$ cat src/sv/b2r_pkg.sv
// Shared types, letter codes and microcode table for the Roman numeral encoder.
package b2r_pkg;

    localparam int unsigned VALUE_W  = 12;
    localparam int unsigned LETTER_W = 8;
    localparam int unsigned DIGIT_W  = 4;
    localparam int unsigned STEP_W   = 2;
    localparam int unsigned PLACE_W  = 2;
    localparam int unsigned UADDR_W  = DIGIT_W + STEP_W;
    localparam int unsigned WIDE_W   = 14;
    localparam int unsigned LIMIT    = 4000;

    localparam logic [LETTER_W-1:0] CH_NONE = 8'h00;
    localparam logic [LETTER_W-1:0] CH_I    = 8'h49;
    localparam logic [LETTER_W-1:0] CH_V    = 8'h56;
    localparam logic [LETTER_W-1:0] CH_X    = 8'h58;
    localparam logic [LETTER_W-1:0] CH_L    = 8'h4C;
    localparam logic [LETTER_W-1:0] CH_C    = 8'h43;
    localparam logic [LETTER_W-1:0] CH_D    = 8'h44;
    localparam logic [LETTER_W-1:0] CH_M    = 8'h4D;

    localparam logic [PLACE_W-1:0] PL_UNITS     = 2'd0;
    localparam logic [PLACE_W-1:0] PL_TENS      = 2'd1;
    localparam logic [PLACE_W-1:0] PL_HUNDREDS  = 2'd2;
    localparam logic [PLACE_W-1:0] PL_THOUSANDS = 2'd3;

    typedef enum logic [1:0] {
        SYM_NONE,
        SYM_ONE,
        SYM_FIVE,
        SYM_TEN
    } t_sym;

    typedef struct packed {
        t_sym sym;
        logic fin;
    } t_uword;

    function automatic t_uword uw(input t_sym s, input logic f);
        t_uword w;
        w.sym = s;
        w.fin = f;
        return w;
    endfunction

    // Program: four steps per digit, address is {digit, step}
    function automatic t_uword ucode_rom(input logic [UADDR_W-1:0] addr);
        t_uword w;
        w = uw(SYM_NONE, 1'b1);
        case (addr)
            6'd0:  w = uw(SYM_NONE, 1'b1);
            6'd4:  w = uw(SYM_ONE,  1'b1);
            6'd8:  w = uw(SYM_ONE,  1'b0);
            6'd9:  w = uw(SYM_ONE,  1'b1);
            6'd12: w = uw(SYM_ONE,  1'b0);
            6'd13: w = uw(SYM_ONE,  1'b0);
            6'd14: w = uw(SYM_ONE,  1'b1);
            6'd16: w = uw(SYM_ONE,  1'b0);
            6'd17: w = uw(SYM_FIVE, 1'b1);
            6'd20: w = uw(SYM_FIVE, 1'b1);
            6'd24: w = uw(SYM_FIVE, 1'b0);
            6'd25: w = uw(SYM_ONE,  1'b1);
            6'd28: w = uw(SYM_FIVE, 1'b0);
            6'd29: w = uw(SYM_ONE,  1'b0);
            6'd30: w = uw(SYM_ONE,  1'b1);
            6'd32: w = uw(SYM_FIVE, 1'b0);
            6'd33: w = uw(SYM_ONE,  1'b0);
            6'd34: w = uw(SYM_ONE,  1'b0);
            6'd35: w = uw(SYM_ONE,  1'b1);
            6'd36: w = uw(SYM_ONE,  1'b0);
            6'd37: w = uw(SYM_TEN,  1'b1);
            default: w = uw(SYM_NONE, 1'b1);
        endcase
        return w;
    endfunction

    function automatic logic [LETTER_W-1:0] letter_of(input logic [PLACE_W-1:0] p,
                                                      input t_sym s);
        logic [LETTER_W-1:0] ch;
        ch = CH_NONE;
        unique case (p)
            PL_UNITS:     ch = (s == SYM_ONE) ? CH_I : (s == SYM_FIVE) ? CH_V : CH_X;
            PL_TENS:      ch = (s == SYM_ONE) ? CH_X : (s == SYM_FIVE) ? CH_L : CH_C;
            PL_HUNDREDS:  ch = (s == SYM_ONE) ? CH_C : (s == SYM_FIVE) ? CH_D : CH_M;
            PL_THOUSANDS: ch = CH_M;
            default:      ch = CH_NONE;
        endcase
        return ch;
    endfunction

    // k times the weight of place p
    function automatic logic [WIDE_W-1:0] place_step(input logic [PLACE_W-1:0] p,
                                                     input logic [DIGIT_W-1:0] k);
        logic [WIDE_W-1:0] base;
        base = 14'd1;
        unique case (p)
            PL_THOUSANDS: base = 14'd1000;
            PL_HUNDREDS:  base = 14'd100;
            PL_TENS:      base = 14'd10;
            default:      base = 14'd1;
        endcase
        return WIDE_W'(base * {{(WIDE_W-DIGIT_W){1'b0}}, k});
    endfunction

endpackage

$ cat src/sv/binary_to_roman_numeral_encoder.sv
// Top level of the Roman numeral encoder: digit split and microcoded letter sequencer.
//
//  channel  direction  handshake           payload
//  input    in         i_valid / o_stall   i_value[11:0]
//  output   out        o_valid / i_stall   o_letter[7:0], o_valid_res, o_last
//
//  One beat in, then the split state takes the value apart into decimal digits by
//  parallel compare against multiples of the place weight. The sequencer then walks
//  the microcode table one step a cycle, one letter per step plus a letterless step for
//  each zero digit above the lowest nonzero one; a stalled output holds it on a letter step.
//  Zero or 4000 and up give one empty beat. A new value is taken only in idle. Reset is
//  synchronous and clears control state only.
module binary_to_roman_numeral_encoder
    import b2r_pkg::*;
(
    input  logic                i_clk,
    input  logic                i_rst_n,
    input  logic                i_valid,
    output logic                o_stall,
    input  logic [VALUE_W-1:0]  i_value,
    output logic                o_valid,
    input  logic                i_stall,
    output logic [LETTER_W-1:0] o_letter,
    output logic                o_valid_res,
    output logic                o_last
);

    typedef enum logic [1:0] {
        ST_IDLE,
        ST_SPLIT,
        ST_EMIT,
        ST_EMPTY
    } t_state;

    t_state               r_state;
    logic [VALUE_W-1:0]   r_rem;
    logic [PLACE_W-1:0]   r_place;
    logic [STEP_W-1:0]    r_step;
    logic [DIGIT_W-1:0]   r_dig [4];
    logic                 r_o_valid;
    logic [LETTER_W-1:0]  r_letter;
    logic                 r_valid_res;
    logic                 r_last;

    logic [8:0]           ge;
    logic [DIGIT_W-1:0]   cnt;
    logic [VALUE_W-1:0]   n_rem;
    logic [3:0]           tail_zero;
    t_uword               word;
    logic                 out_free;
    logic                 need_out;
    logic                 out_load;
    logic                 done;
    logic                 empty_in;

    always_comb begin
        cnt = '0;
        for (int k = 1; k <= 9; k++) begin
            ge[k-1] = {{(WIDE_W-VALUE_W){1'b0}}, r_rem} >= place_step(r_place, DIGIT_W'(k));
            cnt     = cnt + DIGIT_W'(ge[k-1]);
        end
        n_rem = VALUE_W'({{(WIDE_W-VALUE_W){1'b0}}, r_rem} - place_step(r_place, cnt));
    end

    always_comb begin
        tail_zero[0] = 1'b1;
        tail_zero[1] = (r_dig[0] == '0);
        tail_zero[2] = tail_zero[1] && (r_dig[1] == '0);
        tail_zero[3] = tail_zero[2] && (r_dig[2] == '0);
    end

    assign word     = ucode_rom({r_dig[r_place], r_step});
    assign out_free = !r_o_valid || !i_stall;
    assign need_out = (word.sym != SYM_NONE);
    assign out_load = ((r_state == ST_EMIT) && need_out && out_free) ||
                      ((r_state == ST_EMPTY) && out_free);
    assign done     = word.fin && tail_zero[r_place];
    assign empty_in = (i_value == '0) || ({2'b00, i_value} >= WIDE_W'(LIMIT));

    always_ff @(posedge i_clk) begin
        if (!i_rst_n) begin
            r_state   <= ST_IDLE;
            r_o_valid <= 1'b0;
            r_place   <= PL_THOUSANDS;
            r_step    <= '0;
        end else begin
            if (out_load) begin
                r_o_valid <= 1'b1;
            end else if (r_o_valid && !i_stall) begin
                r_o_valid <= 1'b0;
            end
            unique case (r_state)
                ST_IDLE: begin
                    if (i_valid) begin
                        r_rem   <= i_value;
                        r_place <= PL_THOUSANDS;
                        r_step  <= '0;
                        r_state <= empty_in ? ST_EMPTY : ST_SPLIT;
                    end
                end
                ST_SPLIT: begin
                    r_dig[r_place] <= cnt;
                    r_rem          <= n_rem;
                    if (r_place == PL_TENS) begin
                        r_dig[PL_UNITS] <= n_rem[DIGIT_W-1:0];
                        r_place         <= PL_THOUSANDS;
                        r_state         <= ST_EMIT;
                    end else begin
                        r_place <= r_place - 1'b1;
                    end
                end
                ST_EMIT: begin
                    if (!need_out || out_free) begin
                        if (need_out) begin
                            r_letter    <= letter_of(r_place, word.sym);
                            r_valid_res <= 1'b1;
                            r_last      <= done;
                        end
                        if (word.fin) begin
                            r_step <= '0;
                            if (done) begin
                                r_state <= ST_IDLE;
                            end else begin
                                r_place <= r_place - 1'b1;
                            end
                        end else begin
                            r_step <= r_step + 1'b1;
                        end
                    end
                end
                ST_EMPTY: begin
                    if (out_free) begin
                        r_letter    <= CH_NONE;
                        r_valid_res <= 1'b0;
                        r_last      <= 1'b1;
                        r_state     <= ST_IDLE;
                    end
                end
                default: r_state <= ST_IDLE;
            endcase
        end
    end

    assign o_stall     = (r_state != ST_IDLE);
    assign o_valid     = r_o_valid;
    assign o_letter    = r_letter;
    assign o_valid_res = r_valid_res;
    assign o_last      = r_last;

    a_empty_is_last: assert property (@(posedge i_clk) disable iff (!i_rst_n)
        (o_valid && !o_valid_res) |-> (o_last && o_letter == CH_NONE))
        else $error("empty beat without last");

    a_real_letter: assert property (@(posedge i_clk) disable iff (!i_rst_n)
        (o_valid && o_valid_res) |->
            (o_letter == CH_I || o_letter == CH_V || o_letter == CH_X ||
             o_letter == CH_L || o_letter == CH_C || o_letter == CH_D ||
             o_letter == CH_M))
        else $error("bad numeral letter");

    a_digits_range: assert property (@(posedge i_clk) disable iff (!i_rst_n)
        (r_state == ST_EMIT) |->
            (r_dig[3] <= 4'd3 && r_dig[2] <= 4'd9 && r_dig[1] <= 4'd9 &&
             r_dig[0] <= 4'd9))
        else $error("digit split out of range");

endmodule
$ cat config.mk
export PLATFORM = sky130hd
export DESIGN_NAME = binary_to_roman_numeral_encoder
export DESIGN_NICKNAME = d
export VERILOG_FILES = /design/src/sv/b2r_pkg.sv /design/src/sv/binary_to_roman_numeral_encoder.sv
export SDC_FILE = /design/constraint.sdc
export NUM_CORES = 1
export LEC_CHECK = 0
export ABC_AREA = 1
export BUFFER_PORTS_ARGS = -buffer_cell sky130_fd_sc_hd__buf_2
export CORE_MARGIN = 3
export CORE_UTILIZATION = 29
export CTS_BUF_LIST = sky130_fd_sc_hd__clkbuf_4 sky130_fd_sc_hd__clkbuf_8
export DETAILED_ROUTE_END_ITERATION = 16
export HOLD_SLACK_MARGIN = 0.08
export PLACE_DENSITY_LB_ADDON = 0.15
export RECOVER_POWER = 25
export SLEW_MARGIN = 20
export SYNTH_ARGS = -nofsm -noshare
export SYNTH_HDL_FRONTEND = slang
export SYNTH_SLANG_ARGS = --single-unit
$ cat constraint.sdc
create_clock -name i_clk -period 14 [get_ports i_clk]
set_clock_uncertainty 0.2 [all_clocks]
set_input_delay 0.7 -clock i_clk [delete_from_list [all_inputs] [get_ports i_clk]]
set_output_delay 0.7 -clock i_clk [all_outputs]
set_load 0.01 [all_outputs]
==> flow_metrics.py, run 1 <==
metrics = {
    "critical_path": {
        "worstSetupPathType": "flip-flop to flip-flop",
        "cp.arrival_ns": 9.54,
        "cp_max_fo": 15,
        "slowest_delay_ns": 0.68,
        "cp_slowest_cell": "ha_1",
        "path_common_cell": "fa_1",
        "required_ns": 13.87,
        "crit_path_start_kind": "flip-flop",
        "worstSetupEndpointType": "flip-flop",
    },
    "global_routing": {
        "grt_overflow_total": 0,
        "grt_use_total_pct": 16.32,
        "grt_pass1_vias": 5254,
        "grt_pass1_wl_um": 28670,
        "grt_max_degree": 23,
        "antenna_found_initial": 0,
    },
    "floorplanning": {
        "die-area_um2": 22650,
        "ios": 28,
        "die_y_um": 150.5,
        "design.core.area_um2": 20360,
        "die_width_um": 150.5,
        "start_util_pct": 29.73,
        "fp-row-count": 52,
    },
    "route": {
        "viasPerCell": 4.762,
        "drt-initial-drc-count": 296,
        "drc": 0,
        "antenna_left": 0,
        "vias": 5219,
        "post_drt_wl_per_cell_um": 16.04,
        "drt_pre_antenna_iters": 5,
        "wl_um": 17580,
    },
    "placement": {
        "place_ws_ns": 4.338,
        "port_buffers": 25,
        "place.gp.congestion": 0.8432,
        "place_inst": 1088,
        "dpl-instance-area_um2": 6484,
        "hpwl_um": 14710,
    },
    "yosys": {
        "async_reset_ff_share_pct": 0,
        "synth.top_cell.area_share_pct": 21.49,
        "yosys-top-cells-count": "147 x nand2_1, 135 x inv_1, 104 x ha_1, 73 x nor2_1, 58 x a21oi_1",
        "synth.most_common_cell": "nand2_1",
        "synth-edff-count": 36,
        "ys_seq_elements": 45,
        "mappedNetlistArea_um2": 6055,
        "ys_warn_count": 0,
        "synthCells": 801,
        "synth-main-ff-cell": "edfxtp_1",
        "synth_cell_type_count": 43,
        "synth_area_leaders": "ha_1 21%, edfxtp_1 18%, nand2_1 9.1%, fa_1 8.9%, inv_1 8.4%",
        "post-synth-top-area-cell": "ha_1",
        "ys_seq_area_share_pct": 20.83,
        "avgSynthCellArea_um2": 7.559,
    },
    "timing": {
        "period_share_pct": 69.07,
        "max_freq_mhz": 103.4,
        "hold_viol": 0,
        "worstMarginPinSlew_ns": 0.7620,
        "period_needed_ns": 9.670,
        "drv_slew": 0,
        "rsz0062_at_grt": "false",
        "fin_ws_ns": 4.330,
        "tns_ns": 0,
        "maxSlewHeadroom_pct": 49.20,
        "setup_viol": 0,
    },
    "clock_tree": {
        "post-cts-setup-buffers": 0,
        "cts_root_buffer": "clkbuf_8",
        "cts_tree": "done",
        "cts_buffer_depth": 2,
        "cts_resized": 0,
        "clkTransAtPathRegs_ns": 0.09,
        "cts.sinks": 45,
        "cts_made_buffers": 5,
        "htree_num_levels": 2,
        "postCtsHoldBufs": 0,
        "clock_latency_ns": 0.33,
    },
    "cells_and_area": {
        "nNetsFinal": 972,
        "fill_cells": 2194,
        "final_area_um2": 6564,
        "drive_gt1_share_pct": 6.053,
        "fin_cells": 1096,
        "diodes": 0,
        "area_growth_pct": 8.411,
    },
    "flow_run": {
        "max_cap_violations": 0,
    },
    "min_path": {
        "hold_path.class": "flip-flop to flip-flop",
    },
    "run_status": {
        "status": "finished clean",
    },
}
[path summary, 6_finish.rpt]
kind,from,end,slack (ns),cells after the start
worst max register to register,r_place[0]$_SDFFE_PN1P_,r_rem[11]$_DFFE_PP_,4.33,32
worst min-delay path,r_step[1]$_SDFFE_PN0P_,r_step[1]$_SDFFE_PN0P_,0.29,2
worst max-delay path,r_place[0]$_SDFFE_PN1P_,r_rem[11]$_DFFE_PP_,4.33,32
worst min register to register,r_step[1]$_SDFFE_PN0P_,r_step[1]$_SDFFE_PN0P_,0.29,2
[critical path: cells and delay by family, from the launching register on]
| kind | cells | cell delay, ns |
|---|---|---|
| fa+ha+maj | 11 | 5.29 |
| simple gates | 11 | 2.10 |
| buf+inv | 6 | 0.74 |
| compound gates | 4 | 0.55 |
| flops | 1 | 0.49 |
[layout by cell type (no fill, tap or decap), drive strengths merged, types with 3 or more instances in the layout]
| cell type | instances |
|---|---|
| o21a | 3 |
| buf | 16 |
| or2 | 3 |
| o221ai | 5 |
| nor3 | 11 |
| edfxtp | 36 |
| inv | 139 |
| nor2 | 76 |
| o31ai | 3 |
| nor4 | 7 |
| dfxtp | 9 |
| a211oi | 4 |
| xnor2 | 11 |
| nand4 | 15 |
| a21oi | 58 |
| clkbuf | 17 |
| nand3b | 3 |
| nand2 | 158 |
| o21ai | 50 |
| o21bai | 3 |
| xor2 | 13 |
| nand3 | 36 |
| o211ai | 3 |
| fa | 27 |
| ha | 104 |
[stage by stage]
stage	util (%)	hold slack, ns
4_1_cts	32.29	0.2958
6_report	32.23	0.2916
3_5_place_dp	31.84	0.2828
3_3_place_gp	31.84	0.2870
5_1_grt	32.23	0.3552
2_1_floorplan	-	0.2611
[sequential cells by signal, summed over array words and instances (netlist names), named ones only]
name and flops:
o_last 1, r_step 2, r_place 2, o_valid 1, o_valid_res 1, o_letter 6
r_rem 12, r_dig 16, r_state 2
[kinds of logic (layout without fill, tap and decap cells)]
kind of cell             after synthesis  count (layout)  share of synthesized area [%]
AND/OR/NAND/NOR                      309             309                          22.59
buffers and inverters                151             175                          9.630
AO/OA/AOI/OAI                        140             140                          13.00
adder cells (fa/ha/maj)              131             131                          30.42
flip-flops                            45              45                          20.83
XOR/XNOR                              24              24                          3.472
other                                  1               2                        0.06194
[layout make-up]
cell class	instances	area, um^2	share of cell area, %
Clock inverter	2	15.01	0.2287
Timing Repair Buffer	27	123.9	1.887
Multi-Input combinational cell	606	4224	64.35
Inverter	140	525.5	8.006
Tap cell	270	337.8	5.147
Sequential cell	45	1261	19.21
Clock buffer	6	76.32	1.163
[metal layers]
layer  global-route usage (%)  part of all wire [%]  routed length [um]
met1                    22.91                    49                8634
met2                    26.96                    47                8229
met3                    1.896                   2.7                 472
met4                    3.660                   1.4                 238
met5                        0                     0                   0
Power of run 1 is left out: the tool's default activity adds up to more than one toggle a clock period on the data nets, which glitch-free logic cannot reach.
==> run 2, diff against run 1 <==
- clock period: 14 -> 8.03 ns (I/O delays scaled with it)
==> flow_metrics.py, run 2 (synthesis results as in run 1) <==
metrics = {
    "route": {
        "wl_met1_um": 9485,
        "vias": 5647,
        "wl_met3_um": 455,
        "drc": 0,
        "highest_layer": "met4",
        "wl_um": 19050,
        "drt_pre_antenna_iters": 4,
        "post_drt_wl_per_cell_um": 15.78,
        "antenna_left": 0,
        "viasPerCell": 4.679,
        "route.met2.wl_um": 8728,
        "drt-initial-drc-count": 246,
    },
    "clock_tree": {
        "cts_root_buffer": "clkbuf_8",
        "cts_made_buffers": 5,
        "clock_latency_ns": 0.33,
        "htree_num_levels": 2,
        "clkTransAtPathRegs_ns": 0.10,
        "cts_buffer_depth": 2,
        "cts_tree": "done",
        "cts.sinks": 45,
        "postCtsHoldBufs": 0,
    },
    "timing": {
        "maxSlewHeadroom_pct": 52.12,
        "hold_viol": 0,
        "worstMarginPinSlew_ns": 0.7156,
        "period_share_pct": 97.48,
        "hold_ws_ns": 0.1572,
        "drv_slew": 0,
        "setup_viol": 0,
        "period_needed_ns": 7.828,
        "max_freq_mhz": 127.8,
    },
    "global_routing": {
        "grt_max_degree": 23,
        "grt_pass1_wl_um": 29640,
        "grt_use_total_pct": 17.09,
        "antenna_found_initial": 0,
        "grt_pass1_vias": 5560,
        "grt_overflow_total": 0,
    },
    "cells_and_area": {
        "seqCellArea_um2": 1269,
        "area_growth_pct": 30.03,
        "multi_input_area_um2": 4617,
        "final_common_cell": "nand2_1",
        "largest_reg_flops": 16,
        "regMostFlops": "r_dig",
        "final_cell_mix": "139 x nand2_1, 126 x inv_1, 108 x buf_4",
        "drive_gt1_share_pct": 24.55,
        "nNetsFinal": 1083,
        "diodes": 0,
        "fill_cells": 2120,
    },
    "critical_path": {
        "worstSetupPathType": "flip-flop to flip-flop",
        "cp.arrival_ns": 7.70,
        "path_common_cell": "fa_1",
        "crit_buf_inv": 5,
        "cp_max_fo": 6,
        "required_ns": 7.90,
        "cp_slowest_cell": "fa_1",
        "crit_family": "adder cells",
        "crit_path_start_kind": "flip-flop",
        "worstSetupEndpointType": "flip-flop",
        "slowest_delay_ns": 0.52,
    },
    "run_status": {
        "status": "finished clean",
    },
    "placement": {
        "hpwl_um": 16110,
        "place.gp.congestion": 0.8961,
        "port_buffers": 25,
    },
    "floorplanning": {
        "die_width_um": 150.5,
        "die-area_um2": 22650,
        "ios": 28,
        "design.core.area_um2": 20360,
        "die_y_um": 150.5,
        "fp-row-count": 52,
        "start_util_pct": 29.73,
    },
    "min_path": {
        "hold_path.class": "input port to flip-flop",
    },
    "flow_run": {
        "max_cap_violations": 0,
    },
}
-- run 2: timing repair --
| action | 4_1_cts | 5_1_grt |
|---|---|---|
| setup buffers | 0 | 8 |
| setup endpoints to repair | 5 | 9 |
| cloned | 0 | 0 |
| pin swaps | 7 | 39 |
| gates resized for setup | 13 | 85 |
-- run 2: worst min-delay path: cells and delay by family --
family | cells | cell delay, ns
buffers and inverters | 1 | 0.09
and+or+nand+nor | 2 | 0.10
-- run 2: final timing paths --
path,cells after the start,slack (ns),start,endpoint
setup / recovery,35,0.20,r_place[0]$_SDFFE_PN1P_,r_rem[8]$_DFFE_PP_
setup reg to reg,35,0.20,r_place[0]$_SDFFE_PN1P_,r_rem[8]$_DFFE_PP_
hold / removal,3,0.16,i_value[2],r_rem[2]$_DFFE_PP_
hold reg to reg,2,0.30,r_step[1]$_SDFFE_PN0P_,r_step[1]$_SDFFE_PN0P_
-- run 2: final cells by class --
cell class	count	area share [%]
flip-flops and latches	45	16.12
clock buffers	7	1.144
clock inverters	1	0.3814
inverters	140	6.866
well taps	270	4.291
repair buffers	138	12.56
multi-input cells	606	58.65
-- run 2: metrics by stage --
stage | area [um^2] | instances | TNS, ns | setup slack (ns) | util, %
after floorplan | 6067 | 802 | 0 | 0.0009930 | -
after global placement | 7266 | 1191 | -0.4237 | -0.1540 | 35.68
after global routing | 7873 | 1207 | -0.5372 | -0.1286 | 38.66
final | 7873 | 1207 | 0 | 0.2022 | 38.66
after CTS | 7430 | 1199 | 0 | 0.003282 | 36.48
after detailed placement | 7266 | 1191 | -0.8030 | -0.2321 | 35.68
-- run 2: routing by layer --
metal	global-route usage [%]	vias up
met5	0	-
li1	-	2931
met3	2.318	19
met4	4.209	0
met1	24.24	2622
met2	27.52	75
Power of run 2 is left out for the same reason.
